## src/rtl/pfe_pkg.sv

```systemverilog
// Shared types and constants of the postfix range evaluator.
// Used by every module of the block but pfe_ram; depends on nothing.
`default_nettype none
package pfe_pkg;
    localparam int PROGRAM_DEPTH = 64;
    localparam int STACK_DEPTH   = 32;
    localparam int QUEUE_DEPTH   = 4;
    localparam int DIV_STEPS     = 32;

    localparam int PC_W  = $clog2(PROGRAM_DEPTH);
    localparam int CNT_W = $clog2(PROGRAM_DEPTH + 1);
    localparam int SA_W  = $clog2(STACK_DEPTH);
    localparam int SP_W  = $clog2(STACK_DEPTH + 1);
    localparam int QA_W  = $clog2(QUEUE_DEPTH);
    localparam int QC_W  = $clog2(QUEUE_DEPTH + 1);
    localparam int DC_W  = $clog2(DIV_STEPS);

    localparam logic [7:0] CH_ZERO  = 8'h30;
    localparam logic [7:0] CH_NINE  = 8'h39;
    localparam logic [7:0] CH_PLUS  = 8'h2B;
    localparam logic [7:0] CH_MINUS = 8'h2D;
    localparam logic [7:0] CH_STAR  = 8'h2A;
    localparam logic [7:0] CH_SLASH = 8'h2F;
    localparam logic [7:0] CH_X     = 8'h78;

    localparam logic [31:0] S32_MAX = 32'h7FFF_FFFF;
    localparam logic [31:0] S32_MIN = 32'h8000_0000;

    localparam logic [2:0] ST_OK        = 3'd0;
    localparam logic [2:0] ST_MALFORMED = 3'd1;
    localparam logic [2:0] ST_LITERAL   = 3'd2;
    localparam logic [2:0] ST_LONG      = 3'd3;
    localparam logic [2:0] ST_STACK     = 3'd4;

    localparam logic CFG_BOUND_A = 1'b0;
    localparam logic CFG_BOUND_B = 1'b1;

    typedef enum logic [2:0] {
        TK_NUM = 3'd0,
        TK_VAR = 3'd1,
        TK_ADD = 3'd2,
        TK_SUB = 3'd3,
        TK_MUL = 3'd4,
        TK_DIV = 3'd5
    } t_kind;

    typedef struct packed {
        t_kind       kind;
        logic [31:0] value;
    } t_token;

    // One queue entry: an optional closed literal, then an optional symbol.
    typedef struct packed {
        logic        lit_en;
        logic        lit_ovf;
        logic [31:0] lit_val;
        logic        op_en;
        t_kind       op_kind;
        logic        last;
    } t_entry;
endpackage
`default_nettype wire

```

## src/rtl/pfe_queue.sv

```systemverilog
// Short FIFO of classified entries between the front end and the back end.
// Depends on pfe_pkg.
`default_nettype none
module pfe_queue (
    input  wire logic           i_clk,
    input  wire logic           i_rst_n,
    input  wire logic           i_push,
    input  wire pfe_pkg::t_entry i_entry,
    output logic                o_full,
    output logic                o_valid,
    output pfe_pkg::t_entry     o_entry,
    input  wire logic           i_pop
);
    pfe_pkg::t_entry                r_mem [pfe_pkg::QUEUE_DEPTH];
    logic [pfe_pkg::QA_W-1:0]       r_wp, r_rp;
    logic [pfe_pkg::QC_W-1:0]       r_cnt;
    logic                           do_pop;

    assign o_full  = (r_cnt == pfe_pkg::QC_W'(pfe_pkg::QUEUE_DEPTH));
    assign o_valid = (r_cnt != '0);
    assign o_entry = r_mem[r_rp];
    assign do_pop  = i_pop && o_valid;

    always_ff @(posedge i_clk) begin
        if (i_push) begin
            r_mem[r_wp] <= i_entry;
        end
    end

    always_ff @(posedge i_clk) begin
        if (!i_rst_n) begin
            r_wp  <= '0;
            r_rp  <= '0;
            r_cnt <= '0;
        end else begin
            if (i_push) begin
                r_wp <= r_wp + pfe_pkg::QA_W'(1);
            end
            if (do_pop) begin
                r_rp <= r_rp + pfe_pkg::QA_W'(1);
            end
            r_cnt <= r_cnt + pfe_pkg::QC_W'(i_push) - pfe_pkg::QC_W'(do_pop);
        end
    end
endmodule
`default_nettype wire

```

## config.mk

```make
export PLATFORM = sky130hd
export DESIGN_NAME = pfe_queue
export DESIGN_NICKNAME = d
export VERILOG_FILES = /design/src/rtl/pfe_pkg.sv /design/src/rtl/pfe_queue.sv
export SDC_FILE = /design/constraint.sdc
export NUM_CORES = 1
export LEC_CHECK = 0
export ABC_CLOCK_PERIOD_IN_PS = 5350
export BUFFER_PORTS_ARGS = -buffer_cell sky130_fd_sc_hd__buf_4
export CORE_MARGIN = 1.5
export CORE_UTILIZATION = 49
export DETAILED_ROUTE_END_ITERATION = 8
export GPL_ROUTABILITY_DRIVEN = 0
export PLACE_DENSITY = 0.66
export SLEW_MARGIN = 10
export SYNTH_ARGS = -nofsm -noshare
export SYNTH_HDL_FRONTEND = slang
export SYNTH_SLANG_ARGS = --single-unit
export TNS_END_PERCENT = 50
```

## constraint.sdc

```tcl
create_clock -name i_clk -period 5.35 [get_ports i_clk]
set_input_delay 1.07 -clock i_clk [delete_from_list [all_inputs] [get_ports i_clk]]
set_output_delay 1.07 -clock i_clk [all_outputs]
set_load 0.02 [all_outputs]
```

==> results.md <==
- Outcome: completed
- Global-route wire length before repair: 15310 µm
- Main synth FF type: edfxtp_1
- DRT antenna net count: 0
- Routed WL: 9874 µm
- Largest net degree at the start of global routing: 40
- Reg-to-Reg Start: r_cnt[1]
- Peak supply drop: 0.0002877 V
- HPWL Detailed: 5529 µm
- Yosys cell types: 21
- Placement Setup Slack: 2.514 ns
- Slew headroom: 28.02%
- Root buf cell: clkbuf_16
- Final setup fails: 0
- Max-Cap Viols: 0
- EDFF count, synth: 156
- Reg2reg end: r_cnt[2]
- Slew Viols, Final: 0
- Setup crit end kind: output port
- WL/cell: 18.88 µm
- Hold buffers post-CTS: 0
- Final min period: 3.201 ns
- Critical hold path startpoint: r_rp[1]
- Fin crit share: 59.82%
- Hold path depth: 2
- Die ar.: 13110 µm²
- Skew-Pair Late Insertion Delay: 0.41 ns
- Initial antenna violation count: 0
- Crit path DAT: 2.13 ns
- Post-route clock skew: 0.003962 ns
- CTS Sinks: 165
- Router iterations before antenna repair: 4
- Top post-synthesis cells by count: edfxtp_1 (156), mux4_2 (39), dfxtp_1 (9)
- Reg2reg setup slack: 3.34 ns
- Slowest stage delay, CP: 0.89 ns
- Mean post-synth cell area: 24.57 µm²
- Area contributors post-synth: edfxtp_1 (77%), mux4_2 (14%), dfxtp_1 (3.0%)
- Total global-route track usage: 16.54%
- Critical path cell sequence: mux4_2 -> buf_4
- Max Fclk: 312.4 MHz
- CP max stage cell: dfxtp_4
- PostCTS Resize Cnt: 0
- Share of cells above drive strength 1: 45.07%
- Site Rows: 40
- Sum Neg Setup Slack: 0 ns
- Finished Layout Cells: 523
- Sequential area share after synthesis: 79.84%
- Dpl cells: 491
- Worst-path clk slew: 0.06 ns
- Synthesized instance count: 248
- Starting density of the core: 50.52%
- Core Box Area: 12060 µm²
- CP Max Fanout: 39
- Startpoint types: register
- Clk buf depth: 2
- Share of the synthesized area in the top cell type: 76.88%
- Die W: 114.5 µm
- Mapped Nets: 298
- Die height: 114.5 µm
- Syn-to-layout area delta: 21.87%
- YS warnings: 0
- Number of port buffers: 83
- Max Used Layer: met4
- Vias per inst: 5.182
- H-tree Lvls: 4
- RSZ-0062 raised after global routing: false
- Mapped cell area: 6093 µm²
- Largest area contributor in the synthesized netlist: edfxtp_1
- Ys async rst share: 0%
- Final net count: 392
- Reg2Reg Depth: 7
- Worst Path Class, Setup: reg -> out
- Initial DRC Count: 181
- Hold violation total from the final report: 0
- Number of diodes: 0
- Ports: 84
- CTS tree: built
- Setup ws final: 2.149 ns
- Leakage: 2.532 nW
- Fillers: 875
- PD cells: 448.0 nW/µm²
- Met3 routed WL: 474 µm
- Min-Delay Path Class: reg -> reg
- Setup bufs post-CTS: 0
- M1 wire length: 4174 µm
- Worst Path Required: 4.28 ns
- CTS Buf Count: 17
- Least-Margin Pin Slew: 1.080 ns
- Post-synthesis register bit count: 165
- Most common cell in the netlist: edfxtp_1
- Vias in the first global route: 2850
- Aggregate global routing overflow: 0
- DRC: 0
- Vias: 2710
- WL met2: 5048 µm
worst max path at each step:
stage,end,slack (ns),cells past startpoint,start
6_report,o_entry[0],2.15,2,register
5_1_grt,o_entry[13],1.99,2,register
4_1_cts,o_entry[13],2.05,2,register
3_5_place_dp,o_entry[13],2.51,2,register
3_3_place_gp,o_entry[13],2.54,2,register
2_1_floorplan,r_cnt[2],2.88,7,i_pop
report_power, final:
part           internal [mW]  switching [mW]
Sequential              1.49           0.105
Clock                  0.602           0.499
Combinational          0.345           0.280
Total                   2.44           0.885
state kept, by name (all words and copies together) (netlist names), named ones only:
register,count
r_mem,156
r_cnt,3
r_rp,2
r_wp,2
kinds of logic (layout without fill, tap and decap cells):
logic type      count (synthesis)  after routing  synth area share (%)
compound gates                  2              2                0.2875
xor+xnor                        2              2                0.5133
fa+ha+maj                       7              7                 1.561
buf+inv                        14            121                 1.273
flops                         165            165                 79.84
mux                            43             43                 15.07
simple gates                   15             15                 1.458
critical path: cells and delay by family (launching register included):
| kind | cells | cell delay (ns) |
|---|---|---|
| flops | 1 | 0.89 |
| buf+inv | 1 | 0.18 |
| mux | 1 | 0.62 |
through the flow:
step | area [µm²] | total power, mW | hold slack (ns) | utilization, %
6_report | 7426 | 3.326 | 0.4786 | 61.57
5_1_grt | 7426 | 3.463 | 0.5197 | 61.57
4_1_cts | 7426 | 3.367 | 0.4796 | 61.57
3_5_place_dp | 6882 | 2.270 | 0.4699 | 57.05
3_3_place_gp | 6882 | 2.258 | 0.4518 | 57.05
2_1_floorplan | 6093 | 2.022 | 0.4489 | -
layout by cell type, fill, tap and decap left out:
| master | count |
|---|---|
| or3_1 | 1 |
| inv_1 | 6 |
| and2_1 | 4 |
| dfxtp_4 | 1 |
| mux4_2 | 39 |
| inv_6 | 7 |
| clkinv_4 | 2 |
| dfxtp_2 | 1 |
| nand2b_1 | 2 |
| fa_1 | 1 |
| clkinvlp_4 | 4 |
| and3_1 | 1 |
| nor2b_1 | 1 |
| clkinv_2 | 2 |
| o311ai_0 | 1 |
| dfxtp_1 | 7 |
| o31a_1 | 1 |
| mux2i_1 | 4 |
| buf_4 | 83 |
| clkbuf_16 | 17 |
| xor2_1 | 1 |
| xnor3_1 | 1 |
| nand2_1 | 2 |
| ha_1 | 6 |
| edfxtp_1 | 156 |
| and2_2 | 4 |
routing by layer:
metal,global-route usage [%],vias to the layer above
met5,0,-
met4,7.583,0
met3,4.870,12
met2,27.15,80
met1,20.46,1391
li1,-,1227
area by class of cell:
type | count | area [µm²] | area share [%]
Tap cell | 168 | 210.2 | 2.831
Sequential cell | 165 | 4870 | 65.58
Clock inverter | 15 | 118.9 | 1.601
Inverter | 6 | 22.52 | 0.3033
Timing Repair Buffer | 83 | 623.1 | 8.391
Clock buffer | 17 | 425.4 | 5.729
Multi-Input combinational cell | 69 | 1156 | 15.57
Power figures use the tool's default switching activity.
