--- src/rtl/pfe_pkg.sv ---
// Shared types and constants of the postfix range evaluator.
// Used by every module of the block but pfe_ram; depends on nothing.
`default_nettype none
package pfe_pkg;
    localparam int PROGRAM_DEPTH = 64;
    localparam int STACK_DEPTH   = 32;
    localparam int QUEUE_DEPTH   = 4;
    localparam int DIV_STEPS     = 32;

    localparam int PC_W  = $clog2(PROGRAM_DEPTH);
    localparam int CNT_W = $clog2(PROGRAM_DEPTH + 1);
    localparam int SA_W  = $clog2(STACK_DEPTH);
    localparam int SP_W  = $clog2(STACK_DEPTH + 1);
    localparam int QA_W  = $clog2(QUEUE_DEPTH);
    localparam int QC_W  = $clog2(QUEUE_DEPTH + 1);
    localparam int DC_W  = $clog2(DIV_STEPS);

    localparam logic [7:0] CH_ZERO  = 8'h30;
    localparam logic [7:0] CH_NINE  = 8'h39;
    localparam logic [7:0] CH_PLUS  = 8'h2B;
    localparam logic [7:0] CH_MINUS = 8'h2D;
    localparam logic [7:0] CH_STAR  = 8'h2A;
    localparam logic [7:0] CH_SLASH = 8'h2F;
    localparam logic [7:0] CH_X     = 8'h78;

    localparam logic [31:0] S32_MAX = 32'h7FFF_FFFF;
    localparam logic [31:0] S32_MIN = 32'h8000_0000;

    localparam logic [2:0] ST_OK        = 3'd0;
    localparam logic [2:0] ST_MALFORMED = 3'd1;
    localparam logic [2:0] ST_LITERAL   = 3'd2;
    localparam logic [2:0] ST_LONG      = 3'd3;
    localparam logic [2:0] ST_STACK     = 3'd4;

    localparam logic CFG_BOUND_A = 1'b0;
    localparam logic CFG_BOUND_B = 1'b1;

    typedef enum logic [2:0] {
        TK_NUM = 3'd0,
        TK_VAR = 3'd1,
        TK_ADD = 3'd2,
        TK_SUB = 3'd3,
        TK_MUL = 3'd4,
        TK_DIV = 3'd5
    } t_kind;

    typedef struct packed {
        t_kind       kind;
        logic [31:0] value;
    } t_token;

    // One queue entry: an optional closed literal, then an optional symbol.
    typedef struct packed {
        logic        lit_en;
        logic        lit_ovf;
        logic [31:0] lit_val;
        logic        op_en;
        t_kind       op_kind;
        logic        last;
    } t_entry;
endpackage
`default_nettype wire

--- src/rtl/pfe_front.sv ---
// Front end: takes characters, builds decimal literals and classifies symbols.
// Depends on pfe_pkg; feeds pfe_queue.
`default_nettype none
module pfe_front (
    input  wire logic           i_clk,
    input  wire logic           i_rst_n,
    input  wire logic           i_valid,
    input  wire logic [7:0]     i_char_code,
    input  wire logic           i_last_char,
    input  wire logic           i_full,
    output logic                o_push,
    output pfe_pkg::t_entry     o_entry
);
    logic [31:0] r_accum, n_accum;
    logic        r_active, n_active;
    logic        take, digit;
    logic [35:0] next_val;
    logic [31:0] acc_eff;
    logic        act_eff;

    always_comb begin
        take     = i_valid && !i_full;
        digit    = (i_char_code >= pfe_pkg::CH_ZERO) && (i_char_code <= pfe_pkg::CH_NINE);
        next_val = ({4'd0, r_accum} << 3) + ({4'd0, r_accum} << 1)
                 + 36'(i_char_code - pfe_pkg::CH_ZERO);
        acc_eff  = r_accum;
        act_eff  = r_active;
        if (digit) begin
            // An overflowing literal saturates just above the signed range.
            acc_eff = (next_val > 36'(pfe_pkg::S32_MAX)) ? pfe_pkg::S32_MIN : next_val[31:0];
            act_eff = 1'b1;
        end
        o_entry.lit_en  = act_eff;
        o_entry.lit_ovf = acc_eff[31];
        o_entry.lit_val = acc_eff;
        o_entry.last    = i_last_char;
        o_entry.op_en   = 1'b1;
        o_entry.op_kind = pfe_pkg::TK_ADD;
        case (i_char_code)
            pfe_pkg::CH_PLUS:  o_entry.op_kind = pfe_pkg::TK_ADD;
            pfe_pkg::CH_MINUS: o_entry.op_kind = pfe_pkg::TK_SUB;
            pfe_pkg::CH_STAR:  o_entry.op_kind = pfe_pkg::TK_MUL;
            pfe_pkg::CH_SLASH: o_entry.op_kind = pfe_pkg::TK_DIV;
            pfe_pkg::CH_X:     o_entry.op_kind = pfe_pkg::TK_VAR;
            default:           o_entry.op_en   = 1'b0;
        endcase
        o_push   = take && (!digit || i_last_char);
        n_accum  = r_accum;
        n_active = r_active;
        if (take) begin
            if (o_push) begin
                n_accum  = '0;
                n_active = 1'b0;
            end else begin
                n_accum  = acc_eff;
                n_active = act_eff;
            end
        end
    end

    always_ff @(posedge i_clk) begin
        if (!i_rst_n) begin
            r_accum  <= '0;
            r_active <= 1'b0;
        end else begin
            r_accum  <= n_accum;
            r_active <= n_active;
        end
    end
endmodule
`default_nettype wire

--- config.mk ---
export PLATFORM = sky130hd
export DESIGN_NAME = pfe_front
export DESIGN_NICKNAME = d
export VERILOG_FILES = /design/src/rtl/pfe_pkg.sv /design/src/rtl/pfe_front.sv
export SDC_FILE = /design/constraint.sdc
export NUM_CORES = 1
export LEC_CHECK = 0
export BUFFER_PORTS_ARGS = -buffer_cell sky130_fd_sc_hd__buf_2
export CORE_ASPECT_RATIO = 0.7
export CORE_UTILIZATION = 40
export DETAILED_ROUTE_END_ITERATION = 8
export PLACE_DENSITY = 0.64
export RECOVER_POWER = 25
export REMOVE_ABC_BUFFERS = 1
export SYNTH_ARGS = -nofsm -noshare
export SYNTH_HDL_FRONTEND = slang
export SYNTH_SLANG_ARGS = --single-unit
--- constraint.sdc ---
create_clock -name i_clk -period 10.17 [get_ports i_clk]
set_input_delay 1.017 -clock i_clk [delete_from_list [all_inputs] [get_ports i_clk]]
set_output_delay 1.017 -clock i_clk [all_outputs]
set_load 0.005 [all_outputs]
==> run summary <==
Post-synthesis mux area share: 0.229%
Share of layout cells above drive strength 1: 19.7%
CTS Buf Count: 5
Compound-Gate Fraction of Synth Area: 28.3%
CTS tree: yes
Synth-to-Final Area Change: 9.58%
# DRC: 0
Die height: 89.5 µm
Type of the most critical hold path: flop to flop
RD Place Congestion: 0.905
Clock buffer depth: 2
Sequential fraction of the synthesis area: 15.1%
Post-synth EDFFs: 0
Clock transition at the registers of the reported paths: 60 ps
Yosys warnings: 0
Launching element type of the critical path: primary input
Arr. time, crit path: 6500 ps
WS Path Type: primary input to output pin
Setup TNS: 0 ps
Post-synthesis adder-cell area fraction: 25.3%
Failing checks: max-capacitance violations, max-slew violations
Routed vias/inst: 5.74
CTS sink cnt: 33
Cells after Synth: 535
CP Capture Type: output pin
First-pass detailed-route iteration total: 5
Number of antenna violations at the first check in global routing: 0
P_leak: 2.22 nW
Overflow after GRT: 0
Post-route design area: 4800 µm²
Slowest stage cell on the critical path: a221oi_1
Io pins: 53
Worst-Margin Slew: 1750 ps
Worst Path Required: 9150 ps
Post-DP HPWL: 9870 µm
Port Buffer Count: 52
Max-slew violations: 63
Starting Density: 41.8%
WP depth: 18
Status: complete, but fails checks
# Max-Cap Violations: 2
Initial drt markers: 345
Slowest stage delay, CP: 560 ps
Synth Register Bits: 33
Final Critical Period: 7520 ps
Synthesized cell area: 4380 µm²
# rows: 31
Setup bufs post-CTS: 0
H-tree Lvls: 2
Post-synthesis average cell area: 8.18 µm²
Yosys top cell by area: dfxtp_1
CTS resizes: 0
Reg2reg path depth: 12
Total track usage: 22.9%
Slew headroom: -16.6%
Unrepaired setup endpoints after global routing: no
Most area-consuming cells after synthesis: dfxtp_1 15%, fa_1 14%, ha_1 11%
Vias in the first global route: 3689
Hold buffer count at cts: 0
Pre-CTS setup slack: 2720 ps
Clock skew: 3.87 ps
Critical path buffers and inverters: 5
N_diodes: 0
Crit-path cells: clkbuf_1 > ha_1 > or3_1 > inv_1 > buf_4 > fa_1 > ha_1 > and2_0 > nand3_1 > a2111oi_0 > o21ai_0 > a221oi_1 > o21ai_0 > xnor2_1 > nand3_2 > buf_4 > o21ai_2 > buf_2
Main combinational cell family by area after synthesis: compound AO/OA/AOI/OAI gates
Post-Route WL: 12200 µm
Distinct cells, synth: 59
Final hold vios: 0
Clk Latency, worst-skew pair: 290 ps
Cell area power density: 71.8 nW/µm²
Synth Area in Simple Gates: 18.8%
DP Area: 4680 µm²
Commonest register cell after synthesis: dfxtp_1
Largest net degree at the start of global routing: 35
Post-synth top area share: 15.1%
Clock root buffer master: clkbuf_16
Crit path max fanout: 26
Global-route wire length before repair: 20000 µm
DR vias: 4044
Antenna-violating nets left: 0
Period utilization: 73.9%
Crit path max-delay family: compound AO/OA/AOI/OAI gates
Final WS setup: 2650 ps
Die area: 11400 µm²
Peak supply drop: 0.0458 mV
Synth Area in XOR/XNOR: 6.98%
Die W: 127 µm
Hold Path Cell Cnt: 2
Fmax: 133 MHz
Share of synthesized registers carrying an async set or reset: 0%
# nets final: 655
WL/cell: 17.3 µm
Setup violators final: 0
Core Area: 10500 µm²
[layout make-up]
type	instances	area (µm²)
multi-input combinational	455	3470
sequential	33	661
timing repair buffer	57	284
tap	132	165
clock buffer	6	129
fill	1073	5680
clock inverter	2	10.0
inverter	20	75.1
[power by group]
| group | total, W | switching, W | internal, W | leakage (nW) |
|---|---|---|---|---|
| Sequential | 0.000130 | 0.000000140 | 0.000130 | 0.266 |
| Combinational | 0.0000619 | 0.0000415 | 0.0000204 | 1.88 |
| Clock | 0.000153 | 0.0000629 | 0.0000901 | 0.0706 |
[registers in the layout (all words and copies together) (netlist names)]
register,cells
r_accum,32
r_active,1
[worst reg2reg max path, cell delays in order, from the launching register on]
cell       delay, ps
dfxtp_1          450
fa_1             470
ha_1             410
and2_0           230
nand3_1          120
a2111oi_0        510
o21ai_0          240
a221oi_1         560
o21ai_0          290
xnor2_1          220
nand4_1          220
clkbuf_1        1280
o21ai_0          210
[synthesized netlist by cell type (all sizes together), types with 14 or more instances]
cell and n:
o21ai 86, a21o 14, clkbuf 18, nand2 91, dfxtp 33, inv 20, ha 39, fa 31
a21oi 34, xnor2 17, nor2 27, xor2 17
[cells by family (layout without fill, tap and decap cells)]
| logic type | Yosys count | in the layout |
|---|---|---|
| AO/OA/AOI/OAI | 174 | 174 |
| AND/OR/NAND/NOR | 176 | 176 |
| multiplexers | 1 | 1 |
| adder cells (fa/ha/maj) | 70 | 70 |
| flip-flops | 33 | 33 |
| buffers and inverters | 47 | 85 |
| XOR/XNOR | 34 | 34 |
[stage by stage]
step	instances	total power [W]	hold slack (ps)	util (%)
after detailed placement	697	0.000194	505	44.7
after global placement	697	0.000193	490	44.7
final	705	0.000344	521	45.8
after CTS	705	0.000346	524	46.1
after floorplan	508	0.000174	469	-
after global routing	705	0.000359	556	45.8
[worst paths after layout]
path	startpoint	slack (ps)	end
hold / removal	r_active$_SDFFE_PN0P_	520	r_active$_SDFFE_PN0P_
hold reg to reg	r_active$_SDFFE_PN0P_	520	r_active$_SDFFE_PN0P_
setup reg to reg	r_accum[10]$_SDFFE_PN0P_	4790	r_accum[10]$_SDFFE_PN0P_
setup / recovery	i_char_code[4]	2650	o_entry[20]
[placed cells by master (no fill, tap or decap), drive strengths merged, types with 7 or more instances in the layout]
master	synthesis	layout
nand4	9	9
clkbuf	18	14
dfxtp	33	33
a21o	14	14
nand3	9	9
nor2b	7	7
a21oi	34	34
xnor2	17	17
o21ai	86	86
nor2	27	27
buf	9	49
nand2	91	91
xor2	17	17
fa	31	31
inv	20	20
ha	39	39
[per-layer routing]
metal,track usage [%],part of all wire (%)
met4,2.92,0.45
met2,31.8,38
met5,0,0
met1,36.5,55
met3,4.19,6.5
Power figures use the tool's default switching activity.
